### src/sv/sec2cal_pkg.sv
// Shared constants, stage-enable type and month-start table for the calendar converter.
package sec2cal_pkg;

    localparam int unsigned PIPE_STAGES = 10;

    // seconds to days
    localparam int unsigned SECS_PER_DAY = 86400;
    localparam int unsigned DAY_MAGIC    = 49710;   // floor(2^25 / 675), input pre-shifted by 7

    // day number to century base (March-based years)
    localparam int unsigned DAY_MAR_2000 = 11017;   // day number of 2000-03-01
    localparam int unsigned DAY_MAR_2100 = 47541;   // day number of 2100-03-01
    localparam int unsigned DAY_OFS_1900 = 25508;   // days from 1900-03-01 to 1970-01-01
    localparam int unsigned YEAR_1900    = 1900;
    localparam int unsigned YEAR_2000    = 2000;
    localparam int unsigned YEAR_2100    = 2100;

    // weekday
    localparam int unsigned WEEKDAY_OFS   = 3;      // 1970-01-01 was a Thursday
    localparam int unsigned DAYS_PER_WEEK = 7;
    localparam int unsigned WEEK_MAGIC    = 9362;   // floor(2^16 / 7)

    // four-year and five-month cycles
    localparam int unsigned DAYS_4Y       = 1461;
    localparam int unsigned DAYS_4Y_MAGIC = 179;    // floor(2^18 / 1461)
    localparam int unsigned DAYS_5MON     = 153;
    localparam int unsigned MON_MAGIC     = 13;     // floor(2^11 / 153)
    localparam int unsigned MON_IDX_JAN   = 10;     // March-based month index of January

    // time of day
    localparam int unsigned SECS_PER_HOUR = 3600;
    localparam int unsigned HOUR_MAGIC    = 36;     // floor(2^13 / 225), input pre-shifted by 4
    localparam int unsigned SECS_PER_MIN  = 60;
    localparam int unsigned MIN_MAGIC     = 68;     // floor(2^10 / 15), input pre-shifted by 2

    // one load enable per pipeline stage, index 0 is the input stage
    typedef logic [PIPE_STAGES-1:0] stage_en_t;

    // first day-of-year (March-based) of each month index, (153 * m + 2) / 5
    function automatic logic [8:0] month_start(input logic [3:0] mon_idx);
        logic [8:0] res;
        unique case (mon_idx)
            4'd0:    res = 9'd0;
            4'd1:    res = 9'd31;
            4'd2:    res = 9'd61;
            4'd3:    res = 9'd92;
            4'd4:    res = 9'd122;
            4'd5:    res = 9'd153;
            4'd6:    res = 9'd184;
            4'd7:    res = 9'd214;
            4'd8:    res = 9'd245;
            4'd9:    res = 9'd275;
            4'd10:   res = 9'd306;
            4'd11:   res = 9'd337;
            default: res = 9'd0;
        endcase
        return res;
    endfunction

endpackage

### src/sv/sec2cal_in_if.sv
// Input channel: one seconds count per transfer.
interface sec2cal_in_if;
    logic        valid;
    logic        ready;
    logic [31:0] seconds_count;

    modport source (output valid, output seconds_count, input ready);
    modport sink   (input valid, input seconds_count, output ready);
endinterface

### src/sv/sec2cal_out_if.sv
// Output channel: one calendar date and time of day per transfer.
interface sec2cal_out_if;
    logic        valid;
    logic        ready;
    logic [11:0] year;
    logic [3:0]  month;
    logic [4:0]  day_of_month;
    logic [2:0]  weekday;
    logic [4:0]  hour;
    logic [5:0]  minute;
    logic [5:0]  second;

    modport source (output valid, output year, output month, output day_of_month,
                    output weekday, output hour, output minute, output second,
                    input ready);
    modport sink   (input valid, input year, input month, input day_of_month,
                    input weekday, input hour, input minute, input second,
                    output ready);
endinterface

### src/sv/sec2cal_day_split.sv
// Stages 1-3: split the seconds count into day number and seconds of day.
module sec2cal_day_split
    import sec2cal_pkg::*;
(
    input  logic        clk,
    input  stage_en_t   en,
    input  logic [31:0] seconds_count,
    output logic [15:0] day,
    output logic [16:0] tod
);

    logic [31:0] cnt1_reg;
    logic [40:0] prod1_reg;
    logic [40:0] prod1_next;
    logic [15:0] q0_reg;
    logic [15:0] q0_next;
    logic [17:0] tod0_reg;
    logic [17:0] tod0_next;
    logic [15:0] day_reg;
    logic [15:0] day_next;
    logic [16:0] tod_reg;
    logic [16:0] tod_next;

    logic [32:0] span;
    logic [31:0] diff;
    logic        wrap;
    logic [17:0] tod_sub;

    // estimate is floor or floor-1 of the true quotient
    assign prod1_next = 41'(seconds_count[31:7]) * 41'(DAY_MAGIC);

    assign q0_next   = prod1_reg[40:25];
    assign span      = 33'(q0_next) * 33'(SECS_PER_DAY);
    assign diff      = cnt1_reg - span[31:0];
    assign tod0_next = diff[17:0];

    assign wrap     = (tod0_reg >= 18'(SECS_PER_DAY));
    assign tod_sub  = tod0_reg - 18'(SECS_PER_DAY);
    assign day_next = q0_reg + 16'(wrap);
    assign tod_next = wrap ? tod_sub[16:0] : tod0_reg[16:0];

    always_ff @(posedge clk)
    begin
        if (en[0])
        begin
            cnt1_reg  <= seconds_count;
            prod1_reg <= prod1_next;
        end
        if (en[1])
        begin
            q0_reg   <= q0_next;
            tod0_reg <= tod0_next;
        end
        if (en[2])
        begin
            day_reg <= day_next;
            tod_reg <= tod_next;
        end
    end

    assign day = day_reg;
    assign tod = tod_reg;

endmodule

### src/sv/sec2cal_date.sv
// Stages 4-10: day number to year, month, day of month and weekday.
module sec2cal_date
    import sec2cal_pkg::*;
(
    input  logic        clk,
    input  stage_en_t   en,
    input  logic [15:0] day,
    output logic [11:0] year,
    output logic [3:0]  month,
    output logic [4:0]  day_of_month,
    output logic [2:0]  weekday
);

    // stage 4
    logic [15:0] jp4_reg, jp4_next;
    logic [11:0] base4_reg, base4_next;
    logic [15:0] w4_reg, w4_next;
    logic [29:0] prodw4_reg, prodw4_next;
    // stage 5
    logic [17:0] y5_reg, y5_next;
    logic [25:0] prodc5_reg, prodc5_next;
    logic [11:0] base5_reg;
    logic [3:0]  rw5_reg, rw5_next;
    // stage 6
    logic [7:0]  c06_reg, c06_next;
    logic [11:0] rc6_reg, rc6_next;
    logic [11:0] base6_reg;
    logic [2:0]  wd6_reg, wd6_next;
    // stage 7
    logic [6:0]  c7_reg, c7_next;
    logic [8:0]  jd7_reg, jd7_next;
    logic [10:0] yn7_reg, yn7_next;
    logic [11:0] base7_reg;
    logic [2:0]  wd7_reg;
    // stage 8
    logic [14:0] prodd8_reg, prodd8_next;
    logic [10:0] yn8_reg;
    logic [8:0]  jd8_reg;
    logic [6:0]  c8_reg;
    logic [11:0] base8_reg;
    logic [2:0]  wd8_reg;
    // stage 9
    logic [3:0]  d09_reg, d09_next;
    logic [8:0]  rd9_reg, rd9_next;
    logic [8:0]  jd9_reg;
    logic [6:0]  c9_reg;
    logic [11:0] base9_reg;
    logic [2:0]  wd9_reg;
    // stage 10
    logic [11:0] year_reg, year_next;
    logic [3:0]  month_reg, month_next;
    logic [4:0]  mday_reg, mday_next;
    logic [2:0]  wd10_reg;

    logic [13:0] qw;
    logic [15:0] wdiff;
    logic [17:0] cdiff;
    logic        c_wrap;
    logic [11:0] rem4y;
    logic [10:0] jd_x;
    logic [10:0] ddiff;
    logic        d_wrap;
    logic [3:0]  mon_idx;
    logic        jan_feb;
    logic [8:0]  mday_0;

    // stage 4: century base and day within it, weekday product
    always_comb
    begin
        priority if (day >= 16'(DAY_MAR_2100))
        begin
            jp4_next   = day - 16'(DAY_MAR_2100);
            base4_next = 12'(YEAR_2100);
        end
        else if (day >= 16'(DAY_MAR_2000))
        begin
            jp4_next   = day - 16'(DAY_MAR_2000);
            base4_next = 12'(YEAR_2000);
        end
        else
        begin
            jp4_next   = day + 16'(DAY_OFS_1900);
            base4_next = 12'(YEAR_1900);
        end
    end

    assign w4_next     = day + 16'(WEEKDAY_OFS);
    assign prodw4_next = 30'(w4_next) * 30'(WEEK_MAGIC);

    // stage 5: four-year cycle estimate, weekday remainder
    assign y5_next     = {jp4_reg, 2'b11};
    assign prodc5_next = 26'(y5_next) * 26'(DAYS_4Y_MAGIC);
    assign qw          = prodw4_reg[29:16];
    assign wdiff       = w4_reg - 16'(qw) * 16'(DAYS_PER_WEEK);
    assign rw5_next    = wdiff[3:0];

    // stage 6
    assign c06_next = prodc5_reg[25:18];
    assign cdiff    = y5_reg - 18'(c06_next) * 18'(DAYS_4Y);
    assign rc6_next = cdiff[11:0];
    assign wd6_next = (rw5_reg >= 4'(DAYS_PER_WEEK)) ? 3'(rw5_reg - 4'(DAYS_PER_WEEK))
                                                     : rw5_reg[2:0];

    // stage 7: day of March-based year is the 4-year remainder over 4
    assign c_wrap   = (rc6_reg >= 12'(DAYS_4Y));
    assign c7_next  = 7'(c06_reg + 8'(c_wrap));
    assign rem4y    = c_wrap ? (rc6_reg - 12'(DAYS_4Y)) : rc6_reg;
    assign jd7_next = rem4y[10:2];
    assign jd_x     = 11'(jd7_next);
    assign yn7_next = (jd_x << 2) + jd_x + 11'd2;

    // stage 8
    assign prodd8_next = 15'(yn7_reg) * 15'(MON_MAGIC);

    // stage 9
    assign d09_next = prodd8_reg[14:11];
    assign ddiff    = yn8_reg - 11'(d09_next) * 11'(DAYS_5MON);
    assign rd9_next = ddiff[8:0];

    // stage 10: final month index and assembly
    assign d_wrap     = (rd9_reg >= 9'(DAYS_5MON));
    assign mon_idx    = d09_reg + 4'(d_wrap);
    assign jan_feb    = (mon_idx >= 4'(MON_IDX_JAN));
    assign mday_0     = jd9_reg - month_start(mon_idx);
    assign mday_next  = 5'(mday_0 + 9'd1);
    assign month_next = jan_feb ? (mon_idx - 4'd9) : (mon_idx + 4'd3);
    assign year_next  = base9_reg + 12'(c9_reg) + 12'(jan_feb);

    always_ff @(posedge clk)
    begin
        if (en[3])
        begin
            jp4_reg    <= jp4_next;
            base4_reg  <= base4_next;
            w4_reg     <= w4_next;
            prodw4_reg <= prodw4_next;
        end
        if (en[4])
        begin
            y5_reg     <= y5_next;
            prodc5_reg <= prodc5_next;
            base5_reg  <= base4_reg;
            rw5_reg    <= rw5_next;
        end
        if (en[5])
        begin
            c06_reg   <= c06_next;
            rc6_reg   <= rc6_next;
            base6_reg <= base5_reg;
            wd6_reg   <= wd6_next;
        end
        if (en[6])
        begin
            c7_reg    <= c7_next;
            jd7_reg   <= jd7_next;
            yn7_reg   <= yn7_next;
            base7_reg <= base6_reg;
            wd7_reg   <= wd6_reg;
        end
        if (en[7])
        begin
            prodd8_reg <= prodd8_next;
            yn8_reg    <= yn7_reg;
            jd8_reg    <= jd7_reg;
            c8_reg     <= c7_reg;
            base8_reg  <= base7_reg;
            wd8_reg    <= wd7_reg;
        end
        if (en[8])
        begin
            d09_reg   <= d09_next;
            rd9_reg   <= rd9_next;
            jd9_reg   <= jd8_reg;
            c9_reg    <= c8_reg;
            base9_reg <= base8_reg;
            wd9_reg   <= wd8_reg;
        end
        if (en[9])
        begin
            year_reg  <= year_next;
            month_reg <= month_next;
            mday_reg  <= mday_next;
            wd10_reg  <= wd9_reg;
        end
    end

    assign year         = year_reg;
    assign month        = month_reg;
    assign day_of_month = mday_reg;
    assign weekday      = wd10_reg;

endmodule

### src/sv/sec2cal_clock.sv
// Stages 4-10: seconds of day to hour, minute and second.
module sec2cal_clock
    import sec2cal_pkg::*;
(
    input  logic        clk,
    input  stage_en_t   en,
    input  logic [16:0] tod,
    output logic [4:0]  hour,
    output logic [5:0]  minute,
    output logic [5:0]  second
);

    logic [16:0] tod4_reg;
    logic [17:0] prodh4_reg, prodh4_next;
    logic [4:0]  h05_reg, h05_next;
    logic [12:0] rh5_reg, rh5_next;
    logic [4:0]  h6_reg, h6_next;
    logic [11:0] r6_reg, r6_next;
    logic [4:0]  h7_reg;
    logic [11:0] r7_reg;
    logic [15:0] prodm7_reg, prodm7_next;
    logic [4:0]  h8_reg;
    logic [5:0]  m08_reg, m08_next;
    logic [6:0]  rm8_reg, rm8_next;
    logic [4:0]  h9_reg;
    logic [5:0]  m9_reg, m9_next;
    logic [5:0]  s9_reg, s9_next;
    logic [4:0]  h10_reg;
    logic [5:0]  m10_reg;
    logic [5:0]  s10_reg;

    logic [16:0] hdiff;
    logic        h_wrap;
    logic [12:0] rh_sub;
    logic [11:0] mdiff;
    logic        m_wrap;
    logic [6:0]  rm_sub;

    assign prodh4_next = 18'(tod[16:4]) * 18'(HOUR_MAGIC);

    assign h05_next = prodh4_reg[17:13];
    assign hdiff    = tod4_reg - 17'(h05_next) * 17'(SECS_PER_HOUR);
    assign rh5_next = hdiff[12:0];

    assign h_wrap  = (rh5_reg >= 13'(SECS_PER_HOUR));
    assign rh_sub  = rh5_reg - 13'(SECS_PER_HOUR);
    assign h6_next = h05_reg + 5'(h_wrap);
    assign r6_next = h_wrap ? rh_sub[11:0] : rh5_reg[11:0];

    assign prodm7_next = 16'(r6_reg[11:2]) * 16'(MIN_MAGIC);

    assign m08_next = prodm7_reg[15:10];
    assign mdiff    = r7_reg - 12'(m08_next) * 12'(SECS_PER_MIN);
    assign rm8_next = mdiff[6:0];

    assign m_wrap  = (rm8_reg >= 7'(SECS_PER_MIN));
    assign rm_sub  = rm8_reg - 7'(SECS_PER_MIN);
    assign m9_next = m08_reg + 6'(m_wrap);
    assign s9_next = m_wrap ? rm_sub[5:0] : rm8_reg[5:0];

    always_ff @(posedge clk)
    begin
        if (en[3])
        begin
            tod4_reg   <= tod;
            prodh4_reg <= prodh4_next;
        end
        if (en[4])
        begin
            h05_reg <= h05_next;
            rh5_reg <= rh5_next;
        end
        if (en[5])
        begin
            h6_reg <= h6_next;
            r6_reg <= r6_next;
        end
        if (en[6])
        begin
            h7_reg     <= h6_reg;
            r7_reg     <= r6_reg;
            prodm7_reg <= prodm7_next;
        end
        if (en[7])
        begin
            h8_reg  <= h7_reg;
            m08_reg <= m08_next;
            rm8_reg <= rm8_next;
        end
        if (en[8])
        begin
            h9_reg <= h8_reg;
            m9_reg <= m9_next;
            s9_reg <= s9_next;
        end
        if (en[9])
        begin
            h10_reg <= h9_reg;
            m10_reg <= m9_reg;
            s10_reg <= s9_reg;
        end
    end

    assign hour   = h10_reg;
    assign minute = m10_reg;
    assign second = s10_reg;

endmodule

### src/sv/seconds_to_calendar_date.sv
// An accepted seconds count passes through stages 1-10 to its date on the output register.
// Throughput: one transfer per cycle while the output is ready; a stall holds each full stage
//   and empty stages keep filling, so input is taken while a finished date waits at the output.
// Divisions are reciprocal multiplies with one correction step, three stages each.
// Reset: rst_n (async, active low) clears only the stage valid bits; the datapath
//   registers are not reset.
module seconds_to_calendar_date
    import sec2cal_pkg::*;
(
    input  logic           clk,
    input  logic           rst_n,
    sec2cal_in_if.sink     stamp,
    sec2cal_out_if.source  calendar
);

    // Stage map:
    //   1-3  seconds -> day number + seconds of day (sec2cal_day_split)
    //   4-10 day number -> date and weekday (sec2cal_date)
    //   4-10 seconds of day -> hh:mm:ss     (sec2cal_clock)
    // Stage 10 is the output register.

    logic [PIPE_STAGES-1:0] valid_reg;
    logic [PIPE_STAGES-1:0] valid_next;
    stage_en_t              stage_en;

    logic [15:0] day;
    logic [16:0] tod;

    // A stage loads when it is empty or when the stage after it loads.
    always_comb
    begin
        stage_en[PIPE_STAGES-1] = !valid_reg[PIPE_STAGES-1] || calendar.ready;
        for (int i = PIPE_STAGES - 2; i >= 0; i--)
        begin
            stage_en[i] = !valid_reg[i] || stage_en[i+1];
        end
    end

    always_comb
    begin
        for (int i = 0; i < PIPE_STAGES; i++)
        begin
            if (stage_en[i])
            begin
                valid_next[i] = (i == 0) ? stamp.valid : valid_reg[(i == 0) ? 0 : i - 1];
            end
            else
            begin
                valid_next[i] = valid_reg[i];
            end
        end
    end

    always_ff @(posedge clk or negedge rst_n)
    begin
        if (!rst_n)
        begin
            valid_reg <= '0;
        end
        else
        begin
            valid_reg <= valid_next;
        end
    end

    assign stamp.ready    = stage_en[0];
    assign calendar.valid = valid_reg[PIPE_STAGES-1];

    sec2cal_day_split u_day_split (
        .clk           (clk),
        .en            (stage_en),
        .seconds_count (stamp.seconds_count),
        .day           (day),
        .tod           (tod)
    );

    sec2cal_date u_date (
        .clk          (clk),
        .en           (stage_en),
        .day          (day),
        .year         (calendar.year),
        .month        (calendar.month),
        .day_of_month (calendar.day_of_month),
        .weekday      (calendar.weekday)
    );

    sec2cal_clock u_clock (
        .clk    (clk),
        .en     (stage_en),
        .tod    (tod),
        .hour   (calendar.hour),
        .minute (calendar.minute),
        .second (calendar.second)
    );

`ifndef SYNTHESIS
    // An open output never blocks the input side.
    a_ready_flow: assert property (@(posedge clk) disable iff (!rst_n)
        calendar.ready |-> stamp.ready)
        else $error("input stalled while output is ready");

    // Results stay inside the calendar that a 32-bit count can reach.
    a_date_range: assert property (@(posedge clk) disable iff (!rst_n)
        calendar.valid |-> (calendar.year >= 12'd1970 && calendar.year <= 12'd2106
                            && calendar.month >= 4'd1 && calendar.month <= 4'd12
                            && calendar.day_of_month >= 5'd1 && calendar.weekday <= 3'd6))
        else $error("date field out of range");

    a_time_range: assert property (@(posedge clk) disable iff (!rst_n)
        calendar.valid |-> (calendar.hour <= 5'd23 && calendar.minute <= 6'd59
                            && calendar.second <= 6'd59))
        else $error("time field out of range");

    // An accepted count reaches stage 1 on the next edge.
    a_stage_fill: assert property (@(posedge clk) disable iff (!rst_n)
        (stamp.valid && stamp.ready) |=> valid_reg[0])
        else $error("accepted transfer lost at the input stage");
`endif

endmodule

### src/flat_wrapper.sv
// flat-port wrapper written by rule: the top's interface ports become plain ports
module seconds_to_calendar_date_flat import sec2cal_pkg::*;
  (clk, rst_n, stamp_valid, stamp_seconds_count, stamp_ready, calendar_valid, calendar_year, calendar_month, calendar_day_of_month, calendar_weekday, calendar_hour, calendar_minute, calendar_second, calendar_ready);
  sec2cal_in_if stamp_i ();
  sec2cal_out_if calendar_i ();
  input  logic clk;
  input  logic rst_n;
  input wire logic [$bits(stamp_i.valid)-1:0] stamp_valid;
  input wire logic [$bits(stamp_i.seconds_count)-1:0] stamp_seconds_count;
  output wire logic [$bits(stamp_i.ready)-1:0] stamp_ready;
  output wire logic [$bits(calendar_i.valid)-1:0] calendar_valid;
  output wire logic [$bits(calendar_i.year)-1:0] calendar_year;
  output wire logic [$bits(calendar_i.month)-1:0] calendar_month;
  output wire logic [$bits(calendar_i.day_of_month)-1:0] calendar_day_of_month;
  output wire logic [$bits(calendar_i.weekday)-1:0] calendar_weekday;
  output wire logic [$bits(calendar_i.hour)-1:0] calendar_hour;
  output wire logic [$bits(calendar_i.minute)-1:0] calendar_minute;
  output wire logic [$bits(calendar_i.second)-1:0] calendar_second;
  input wire logic [$bits(calendar_i.ready)-1:0] calendar_ready;
  assign stamp_i.valid = stamp_valid;
  assign stamp_i.seconds_count = stamp_seconds_count;
  assign stamp_ready = stamp_i.ready;
  assign calendar_valid = calendar_i.valid;
  assign calendar_year = calendar_i.year;
  assign calendar_month = calendar_i.month;
  assign calendar_day_of_month = calendar_i.day_of_month;
  assign calendar_weekday = calendar_i.weekday;
  assign calendar_hour = calendar_i.hour;
  assign calendar_minute = calendar_i.minute;
  assign calendar_second = calendar_i.second;
  assign calendar_i.ready = calendar_ready;
  seconds_to_calendar_date u_core (.clk(clk), .rst_n(rst_n), .stamp(stamp_i), .calendar(calendar_i));
endmodule
### config.mk
export PLATFORM = sky130hd
export DESIGN_NAME = seconds_to_calendar_date_flat
export DESIGN_NICKNAME = d
export VERILOG_FILES = /design/src/sv/sec2cal_pkg.sv /design/src/sv/sec2cal_in_if.sv /design/src/sv/sec2cal_out_if.sv /design/src/sv/sec2cal_day_split.sv /design/src/sv/sec2cal_date.sv /design/src/sv/sec2cal_clock.sv /design/src/sv/seconds_to_calendar_date.sv /design/src/flat_wrapper.sv
export SDC_FILE = /design/constraint.sdc
export NUM_CORES = 1
export LEC_CHECK = 0
export BUFFER_PORTS_ARGS = -buffer_cell sky130_fd_sc_hd__buf_2
export CAP_MARGIN = 20
export CORE_MARGIN = 3
export CORE_UTILIZATION = 40
export CTS_CLUSTER_DIAMETER = 40
export CTS_CLUSTER_SIZE = 12
export DETAILED_ROUTE_END_ITERATION = 10
export HOLD_SLACK_MARGIN = 0.02
export PLACE_DENSITY_LB_ADDON = 0.08
export SETUP_SLACK_MARGIN = 0.5
export SKIP_LAST_GASP = 1
export SLEW_MARGIN = 20
export SYNTH_ARGS = -nofsm -noshare
export SYNTH_HDL_FRONTEND = slang
export SYNTH_SLANG_ARGS = --single-unit
### constraint.sdc
create_clock -name clk -period 12.3 [get_ports clk]
set_clock_uncertainty 0.05 [all_clocks]
set_input_delay 0.615 -clock clk [delete_from_list [all_inputs] [get_ports clk]]
set_output_delay 0.615 -clock clk [all_outputs]
set_load 0.02 [all_outputs]
==> Word level (Yosys, flattened, before mapping) <==
Memories as Yosys holds them, arrays and structs flattened.
Index checks and enable logic that the tools add are counted.
{ "op_classes": {"addsub": 28, "mul": 12, "magnitude_cmp": 9, "mux": 9, "n_reduce_logical": 20} }
{ "op_table": {"columns": ["cell", "n"], "rows": [
  ["$mul 25x15->40 const B", 1],
  ["$mux 16", 2],
  ["$mul 16x13->29 const B", 1],
  ["$mul 18x8->26 const B", 1],
  ["$ge 18x17->1 const B", 1],
  ["$sub 18x18->18", 1],
  ["$mux 17", 1],
  ["$sub 17x17->17 const B", 1],
  ["$add 16x1->16", 1],
  ["$add 16x15->16 const B", 1],
  ["$add 16x2->16 const B", 1],
  ["$ge 16x14->1 const B", 1],
  ["$ge 16x16->1 const B", 1],
  ["$mul 13x4->16 const B", 1],
  ["$mul 16x10->11 const B", 1],
  ["$sub 16x14->16 const B", 1],
  ["$sub 16x16->16 const B", 1],
  ["$mul 11x4->15 const B", 1],
  ["$mul 10x5->14 const B", 1],
  ["$mul 14x3->4 const B", 1],
  ["$ge 13x12->1 const B", 1],
  ["$sub 13x13->13", 1],
  ["$add 12x1->12", 1],
  ["$add 12x7->12", 1],
  ["other kinds (35)", 53]
]} }
{ "word_totals": {"register_bits": 577, "mem_bits_ro": 144, "input_bits": 36, "output_inout_bits": 43, "n_memories": 1} }
{ "memory_table": {"columns": ["name", "depth", "word_bits", "read_ports", "rd_ports_with_merged_regs", "write_ports", "line_no", "rtl"], "rows": [
  ["(name not given)", 16, 9, 1, 0, 0, "sec2cal_pkg.sv:42", "unique case (mon_idx)"]
]} }

==> Logic depth before layout (Yosys ltp) <==
Gate-level depths: netlist (run 1).
{ "logic_depth": {"ltp_word": 11, "mapped_depth": 21} }

==> Hierarchy <==
From an unflattened synthesis (run 1), not the netlist that was laid out.
{ "unflattened": {"hier_cells": 2601, "area_unflattened_um2": 31824.3} }
{ "by_module_without_submodules": {"columns": ["module", "instances", "cells_per_inst", "area_each_um2", "seq_area_each_um2"], "rows": [
  ["sec2cal_date", 1, 1340, 15631.2, 6246.0],
  ["sec2cal_day_split", 1, 873, 10228.6, 3032.9],
  ["sec2cal_clock", 1, 352, 5521.5, 3693.5],
  ["seconds_to_calendar_date", 1, 36, 442.9, 250.2]
]} }

==> Worst setup path after synthesis (run 1) <==
Ideal clock, no wire load.
{ "synth_path": {"path_type": "input port to flip-flop", "from": "input calendar_ready", "to": "register u_core.u_day_split.cnt1_reg[0] (enable)", "t_arrival_ps": 5146, "required_time_ps": 11607, "path_slack_ps": 6461, "cell_stages": 6, "path_buffers": 0, "path_cell_list": "nand2b_1 > nor2_1 > and3_1 > nand4_1 > nor2_1 > nand3_1"} }
{ "synth_between": {"elab_chain_len": 10} }
{ "synth_rtl": {"columns": ["element", "line_no", "rtl"], "rows": [
  ["from (decl)", "flat_wrapper.sv:19", "input wire logic [$bits(calendar_i.ready)-1:0] calendar_ready;"],
  ["$logic_or 1x1->1", "seconds_to_calendar_date.sv:32", "stage_en[PIPE_STAGES-1] = !valid_reg[PIPE_STAGES-1] || calendar.ready;"],
  ["$logic_or 1x1->1 (6 in series)", "seconds_to_calendar_date.sv:35", "stage_en[i] = !valid_reg[i] || stage_en[i+1];"],
  ["net u_core.stage_en[3]", "seconds_to_calendar_date.sv:24", "stage_en_t stage_en;"],
  ["$logic_or 1x1->1 (3 in series)", "seconds_to_calendar_date.sv:35", null],
  ["net stamp_ready", "flat_wrapper.sv:10", "output wire logic [$bits(stamp_i.ready)-1:0] stamp_ready;"],
  ["to (signal assigned)", "sec2cal_day_split.sv:46", "cnt1_reg <= seconds_count;"],
  ["to (decl)", "sec2cal_day_split.sv:12", "logic [31:0] cnt1_reg;"]
]} }
The timed path passes the listed nets, and every way through them passes these cells.
A chain may end at the register's enable or synchronous reset.

==> Final worst setup path (run 1) <==
{ "layout_path": {"from": "register u_core.u_day_split.day_reg[3], in the netlist u_core.u_day_split.day[3]", "to": "register u_core.u_date.prodw4_reg[19], data pin"} }
{ "layout_between": {"elab_chain_len": 2} }
{ "layout_rtl": {"columns": ["element", "line_no", "rtl"], "rows": [
  ["from (decl)", "sec2cal_day_split.sv:19", "logic [15:0] day_reg;"],
  ["from (signal assigned)", "sec2cal_day_split.sv:56", "day_reg <= day_next;"],
  ["$add 16x2->16", "sec2cal_date.sv:87", "assign w4_next = day + 16'(WEEKDAY_OFS);"],
  ["$mul 16x13->29", "sec2cal_date.sv:88", "assign prodw4_next = 30'(w4_next) * 30'(WEEK_MAGIC);"],
  ["net u_core.u_date.prodw4_next[19]", "sec2cal_date.sv:18", "logic [29:0] prodw4_reg, prodw4_next;"],
  ["to (signal assigned)", "sec2cal_date.sv:136", "prodw4_reg <= prodw4_next;"],
  ["to (decl)", "sec2cal_date.sv:18", null]
]} }
The timed path passes the listed nets, and every way through them passes these cells.

==> metrics.yaml, run 1 <==
outcome:
  run_status: "finished clean"
route:
  vias_per_cell: 4.75
  antenna_violating_nets_post_route: 0
  detailroute.via_count: 18000
  drt_pass1_iterations: 5
  remaining_drc_errors: 0
  finalWirelength_mm: 55.4
  wl_per_cell_um: 14.7
  drc_marker_count_from_the_first_detailed_route_iteration: 723
synth:
  synth_top_cells_by_area: "sky130_fd_sc_hd__edfxtp_1 41%, sky130_fd_sc_hd__ha_1 20%, sky130_fd_sc_hd__fa_1 13%"
  synth.yosys.seq_area_share_pct: 42.1
  synth_seq_cells: 442
  postSynthNetCount: 3284
  postSynth.asyncResetShare_pct: 2.26
  ys_warn_count: 0
  synth_largest_type_area_fraction_pct: 41.3
  yosysMostFrequentCell: "sky130_fd_sc_hd__ha_1"
  post_synth_inst_count: 2537
  synth-edff-count: 432
  synth_cell_type_count: 75
  postSynth.topFlopCell: "sky130_fd_sc_hd__edfxtp_1"
  syn-cell-area_sq_um: 31400
  synth.cells.most_frequent: "504 x sky130_fd_sc_hd__ha_1, 485 x sky130_fd_sc_hd__inv_1, 432 x sky130_fd_sc_hd__edfxtp_1"
  synthDominantAreaCellType: "sky130_fd_sc_hd__edfxtp_1"
  avgSynthCellArea_sq_um: 12.4
clocking:
  postCtsSetupBuffers: 0
  cts.sinks: 442
  clock_latency_ns: 0.60
  cts-buffers-inserted: 75
  ctsRootBufferMaster: "sky130_fd_sc_hd__clkbuf_16"
  longest_clk_path_bufs: 3
  tritoncts: "yes"
  postCtsHoldBufs: 1
  path_clk_slew_ns: 0.06
  cts_repair_resize_count: 0
  htreeDepth: 3
floorplanning:
  io_pins: 79
  fp.dieH_um: 286
  design.core.area_sq_um: 77600
  die_area_sq_um: 81800
  rows: 102
  floorplan.initialDensity_pct: 40.4
  die_w_um: 286
worst_setup_path:
  cp-end-kind: "flop"
  critPathRequiredTime_ns: 12.57
  worstPathArrival_ns: 6.16
  worstSetupStartpointType: "flop"
  crit_type: "flop to flop"
  critPathMaxFanout: 13
run:
  drv.max_cap_violation_count: 0
placement:
  port-buffer-count: 78
  place_hpwl_mm: 44.9
  gp_congestion: 0.856
timing:
  max_freq_mhz: 170
  max_slew_margin_pct: 31.0
  timing_worst_slew_pin_value_ns: 1.03
  setup_viol: 0
  rsz_0062_raised_after_global_routing: "false"
  final_hold_viol_count: 0
  finalWorstPathRequiredPeriod_ns: 5.88
  finalMaxSlewViolations: 0
  tns_ns: 0
  fin_crit_sh_pct: 47.8
final_layout:
  drive_gt1_share_pct: 9.08
  design.final.nets: 3430
  num_antenna_cells: 0
  area_growth_pct: 13.6
grt:
  grt_use_total_pct: 14.1
  grt_pass1_vias: 18900
  grt_antenna_before_repair: 0
  largest_net_degree_at_the_start_of_global_routing: 52
  grt_pass1_wl_mm: 94.1
  overflow: 0
worst_hold_path:
  hold_path_class: "primary input to flop"
[final timing paths]
check                                          startpoint                        endpoint  slack [ns]  depth (start not counted)
worst max-delay path            u_core.u_day_split.day[3]    u_core.u_date.prodw4_reg[19]        6.42                         19
worst min-delay path               stamp_seconds_count[5]  u_core.u_day_split.cnt1_reg[5]        0.15                          1
worst max register to register  u_core.u_day_split.day[3]    u_core.u_date.prodw4_reg[19]        6.42                         19
worst min register to register   u_core.u_clock.h6_reg[0]        u_core.u_clock.h7_reg[0]        0.36                          0
max in group asynchronous                           rst_n             u_core.valid_reg[3]       11.57                          2
min in group asynchronous                           rst_n             u_core.valid_reg[0]        0.39                          2
[critical path, stage by stage, from the launching register on]
cell	delay [ns]
sky130_fd_sc_hd__edfxtp_1	0.63
sky130_fd_sc_hd__ha_1	0.40
sky130_fd_sc_hd__nand2b_1	0.16
sky130_fd_sc_hd__nor3_1	0.34
sky130_fd_sc_hd__nand3_1	0.20
sky130_fd_sc_hd__xnor2_1	0.43
sky130_fd_sc_hd__ha_1	0.32
sky130_fd_sc_hd__ha_1	0.32
sky130_fd_sc_hd__fa_1	0.48
sky130_fd_sc_hd__inv_1	0.06
sky130_fd_sc_hd__fa_1	0.53
sky130_fd_sc_hd__inv_1	0.04
sky130_fd_sc_hd__ha_1	0.26
sky130_fd_sc_hd__nand3_1	0.06
sky130_fd_sc_hd__or3_1	0.43
sky130_fd_sc_hd__a311oi_1	0.38
sky130_fd_sc_hd__o21a_1	0.21
sky130_fd_sc_hd__o21a_1	0.14
sky130_fd_sc_hd__nor2_1	0.05
sky130_fd_sc_hd__xnor2_1	0.11
[cell type report]
type | instances | area (sq um)
clock buffers | 80 | 1930
clock inverters | 57 | 653
fillers | 7132 | 41900
inverters | 487 | 1830
multi-input cells | 1591 | 16300
flip-flops and latches | 442 | 13200
well taps | 1040 | 1300
repair buffers | 86 | 453
[cells in the final DEF (no fill, tap or decap), types with 7 or more instances in the layout]
master	n
sky130_fd_sc_hd__nor2b_1	21
sky130_fd_sc_hd__fa_1	207
sky130_fd_sc_hd__o21a_1	17
sky130_fd_sc_hd__clkinv_2	9
sky130_fd_sc_hd__clkbuf_16	76
sky130_fd_sc_hd__clkinv_4	10
sky130_fd_sc_hd__buf_4	7
sky130_fd_sc_hd__nor3_1	25
sky130_fd_sc_hd__xor2_1	59
sky130_fd_sc_hd__nor2_1	94
sky130_fd_sc_hd__a21o_1	35
sky130_fd_sc_hd__edfxtp_1	432
sky130_fd_sc_hd__and3_1	19
sky130_fd_sc_hd__a31oi_1	12
sky130_fd_sc_hd__ha_1	504
sky130_fd_sc_hd__or2_2	8
sky130_fd_sc_hd__bufinv_16	8
sky130_fd_sc_hd__buf_2	78
sky130_fd_sc_hd__o21ai_0	54
sky130_fd_sc_hd__xnor2_1	171
sky130_fd_sc_hd__clkinvlp_4	10
sky130_fd_sc_hd__nand2_1	75
sky130_fd_sc_hd__inv_6	12
sky130_fd_sc_hd__dfrtp_1	10
sky130_fd_sc_hd__nand4_1	12
sky130_fd_sc_hd__nand3_1	43
sky130_fd_sc_hd__a21oi_1	76
sky130_fd_sc_hd__o21bai_1	15
sky130_fd_sc_hd__a211oi_1	7
sky130_fd_sc_hd__inv_1	483
sky130_fd_sc_hd__o211ai_1	12
sky130_fd_sc_hd__nand2b_1	18
[routing by layer]
layer	share of wire [%]	track usage [%]
met2	48	23.8
met5	0	0
met3	4.0	2.54
met4	2.7	4.90
met1	45	18.3
[logic make-up (layout without fill, tap and decap cells)]
family	count (synthesis)	count (layout)	share of synthesized area, %
AOI/OAI and AO/OA	293	293	6.27
xor gates and xnor gates	230	230	6.42
adders and majority gates	711	711	33.3
buffers and inverters	504	710	6.09
DFF	442	442	42.1
muxes	8	8	0.271
and+or+nand+nor	349	349	5.50
[metrics by stage]
| step | worst slack, ns | cell area (sq um) | util [%] | hold WS (ns) | instances |
|---|---|---|---|---|---|
| 2_1_floorplan | 6.46 | 31400 | - | 0.269 | 2537 |
| 3_3_place_gp | 6.04 | 33100 | 42.6 | 0.355 | 3645 |
| 3_5_place_dp | 5.99 | 33100 | 42.6 | 0.355 | 3645 |
| 4_1_cts | 6.39 | 35600 | 45.9 | 0.104 | 3783 |
| 5_1_grt | 5.96 | 35700 | 45.9 | 0.123 | 3783 |
| 6_report | 6.42 | 35700 | 45.9 | 0.153 | 3783 |
Power of run 1 is left out: the tool's default activity adds up to more than one toggle a clock period on the data nets, which glitch-free logic cannot reach.
==> run 2: changes to the inputs <==
ABC_AREA = 1   (was not set)
clock period = 5.23 ns   (was 12.3 ns; I/O delays follow)
==> run 2 against run 1 <==
Net effect: critical path type unchanged; non-clock buffer count is 73 higher; synthesized area is 6.6% higher; largest cell class unchanged; routed wire length is 20% higher; register-to-register slack worse by 5.8 ns.
==> metrics.yaml, run 2 <==
outcome:
  run_status: "finished clean"
synth:
  synth.yosys.seq_area_share_pct: 39.5  # -2.6 points
  ys_warn_count: 0  # unchanged
  avgSynthCellArea_sq_um: 10.7  # -14%
  postSynth.topFlopCell: "sky130_fd_sc_hd__edfxtp_1"
  post_synth_inst_count: 3139  # +24%
  synthDominantAreaCellType: "sky130_fd_sc_hd__edfxtp_1"
  synth_cell_type_count: 55  # -27%
  yosysMostFrequentCell: "sky130_fd_sc_hd__inv_1"
  syn-cell-area_sq_um: 33500  # +6.6%
  synth_top_cells_by_area: "sky130_fd_sc_hd__edfxtp_1 39%, sky130_fd_sc_hd__ha_1 19%, sky130_fd_sc_hd__fa_1 12%"
  synth.cells.most_frequent: "675 x sky130_fd_sc_hd__inv_1, 504 x sky130_fd_sc_hd__ha_1, 432 x sky130_fd_sc_hd__edfxtp_1"
  synth-edff-count: 432  # unchanged
  synth_seq_cells: 442  # unchanged
  postSynthNetCount: 3886  # +18%
  synth_largest_type_area_fraction_pct: 38.8  # -2.6 points
  postSynth.asyncResetShare_pct: 2.26  # unchanged
final_layout:
  layout.cells.most_common: "sky130_fd_sc_hd__inv_1"
  final-instance-count-excl-fill: 4486  # +19%
  fill_cells: 7588  # +6.4%
  most-common-layout-cells: "660 x sky130_fd_sc_hd__inv_1, 488 x sky130_fd_sc_hd__ha_1, 432 x sky130_fd_sc_hd__edfxtp_1"
  num_antenna_cells: 0  # unchanged
  finalInstanceArea_sq_um: 38600  # +8.4%
  area.sequential_sq_um: 13200  # about the same
  design.final.nets: 4104  # +20%
  multi_input_area_sq_um: 18000  # +10%
  drive_gt1_share_pct: 11.3  # +2.2 points
  area_growth_pct: 15.5
worst_setup_path:
  crit_type: "flop to flop"
  critical_path.reg2reg.startpoint: "u_core.u_day_split.day[0]"
  critPathRequiredTime_ns: 5.52  # -7.05 ns
  cp_top_family: "adder cells"
  worst_path_largest_cell_delay_ns: 0.51  # -0.12 ns
  crit_path_cell_trace: "buf_6 -> inv_4 -> ha_4 -> inv_4 -> nand2_4 -> buf_4 -> xor2_2 -> buf_4 -> ha_4 -> inv_1 -> fa_1 -> inv_1 -> fa_1 -> fa_1 -> ha_1 -> nand2_2 -> o21a_1 -> nand3_2 -> a21o_1 -> a21oi_2 -> inv_1 -> nand2_1 -> nand2_2"
  r2r_end: "u_core.u_date.prodw4_reg[19]"
  ff2ff_path_depth: 23  # +4
  path_buf_inv: 8  # +6
  worstSetupStartpointType: "flop"
  cp-end-kind: "flop"
  reg2reg_setup_slack_ns: 0.63  # -5.79 ns
  worstPathArrival_ns: 4.88  # -1.28 ns
  slowest_stage: "sky130_fd_sc_hd__fa_1"
  critPathMaxFanout: 3  # -10
route:
  antenna_violating_nets_post_route: 0  # unchanged
  vias_per_cell: 4.77  # +0.40%
  detailroute.via_count: 21400  # +19%
  finalWirelength_mm: 66.5  # +20%
  wl_per_cell_um: 14.8  # +1.1%
  remaining_drc_errors: 0  # unchanged
  drc_marker_count_from_the_first_detailed_route_iteration: 715  # -1.1%
  drt_pass1_iterations: 5  # unchanged
clocking:
  cts-buffers-inserted: 72  # -4.0%
  path_clk_slew_ns: 0.05  # about the same
  longest_clk_path_bufs: 3  # unchanged
  cts.sinks: 442  # unchanged
  clock_latency_ns: 0.59  # about the same
  tritoncts: "yes"
  ctsRootBufferMaster: "sky130_fd_sc_hd__clkbuf_16"
  htreeDepth: 3  # unchanged
timing:
  max_freq_mhz: 218  # +28%
  fin_crit_sh_pct: 87.9  # +40 points
  max_slew_margin_pct: 41.1  # +10 points
  setup_viol: 0  # unchanged
  timing_worst_slew_pin_value_ns: 0.884  # -0.151 ns
  finalMaxSlewViolations: 0  # unchanged
  final_hold_viol_count: 0  # unchanged
  rsz_0062_raised_after_global_routing: "true"
  finalWorstPathRequiredPeriod_ns: 4.60  # -1.28 ns
placement:
  gp_congestion: 0.886  # +3.5%
  port-buffer-count: 78  # unchanged
  place_hpwl_mm: 54.2  # +21%
  post-place-cells: 4311  # +18%
  post_dp_cell_area_sq_um: 35500  # +7.3%
worst_hold_path:
  holdPathEnd: "u_core.u_day_split.cnt1_reg[16]"
  worst_hold_path_cell_count: 2  # +1
  hold_path_class: "primary input to flop"
  holdCritStartpoint: "stamp_seconds_count[16]"
run:
  drv.max_cap_violation_count: 0  # unchanged
floorplanning:
  design.core.area_sq_um: 82500  # +6.3%
  rows: 105  # +2.9%
  floorplan.initialDensity_pct: 40.6  # +0.12 points
  fp.dieH_um: 295  # +3.2%
  die_area_sq_um: 87200  # +6.5%
  io_pins: 79  # unchanged
  die_w_um: 295  # +3.2%
grt:
  largest_net_degree_at_the_start_of_global_routing: 53  # +1.9%
  overflow: 0  # unchanged
  grt_use_total_pct: 15.8  # +1.7 points
  grt_pass1_vias: 22800  # +21%
  grt_pass1_wl_mm: 112  # +19%
  grt_antenna_before_repair: 2  # +2
[run 2: through the flow]
stage	hold slack [ns]	worst slack (ns)	util (%)	setup TNS [ns]
2_1_floorplan	-0.0841	0.502	-	0
3_3_place_gp	0.0881	0.0214	43.0	0
3_5_place_dp	0.0914	-0.00157	43.0	-0.00157
4_1_cts	0.0290	0.502	46.6	0
5_1_grt	0.0456	0.342	46.8	0
6_report	0.0681	0.632	46.8	0
[run 2: final cells by class]
| class | instances | share of cell area [%] |
|---|---|---|
| Tap cell | 1070 | 3.47 |
| Clock buffer | 85 | 4.90 |
| Multi-Input combinational cell | 1996 | 46.5 |
| Sequential cell | 442 | 34.2 |
| Clock inverter | 48 | 1.44 |
| Timing Repair Buffer | 159 | 2.72 |
| Inverter | 686 | 6.74 |
[run 2: worst max-delay path by stage]
stage                                   start  cells past startpoint  slack [ns]                            to
floorplan                 u_core.valid_reg[9]                     13        0.50  u_core.u_day_split.q0_reg[0]
global placement    u_core.u_day_split.day[0]                     22        0.02  u_core.u_date.prodw4_reg[19]
detailed placement  u_core.u_day_split.day[0]                     22      -0.002  u_core.u_date.prodw4_reg[19]
CTS                 u_core.u_day_split.day[5]                     22        0.50  u_core.u_date.prodw4_reg[19]
global route        u_core.u_day_split.day[0]                     27        0.34  u_core.u_date.prodw4_reg[19]
finish              u_core.u_day_split.day[0]                     23        0.63  u_core.u_date.prodw4_reg[19]
[run 2: kinds of logic after synthesis]
family          count (synthesis)  share of synthesized area [%]
compound gates                325                           5.51
xor+xnor                      241                           6.33
fa+ha+maj                     711                           31.2
buf+inv                       701                           8.08
flops                         442                           39.5
mux                             2                         0.0673
simple gates                  717                           9.26
[run 2: metal layers]
| layer | up-vias | GRT usage (%) | share of wire (%) |
|---|---|---|---|
| met5 | - | 0 | 0 |
| met1 | 10300 | 19.1 | 43 |
| met4 | 0 | 5.23 | 2.8 |
| met3 | 115 | 2.10 | 2.8 |
| li1 | 10700 | - | - |
| met2 | 251 | 29.1 | 52 |
[run 2: repair_timing]
item,CTS,global route
hold buffers,18,0
pin swaps,27,21
endpoints found under the hold margin,26,0
buffers inserted,12,12
resized for setup,39,34
endpoints found under the setup margin,4,11
Power of run 2 is left out for the same reason.
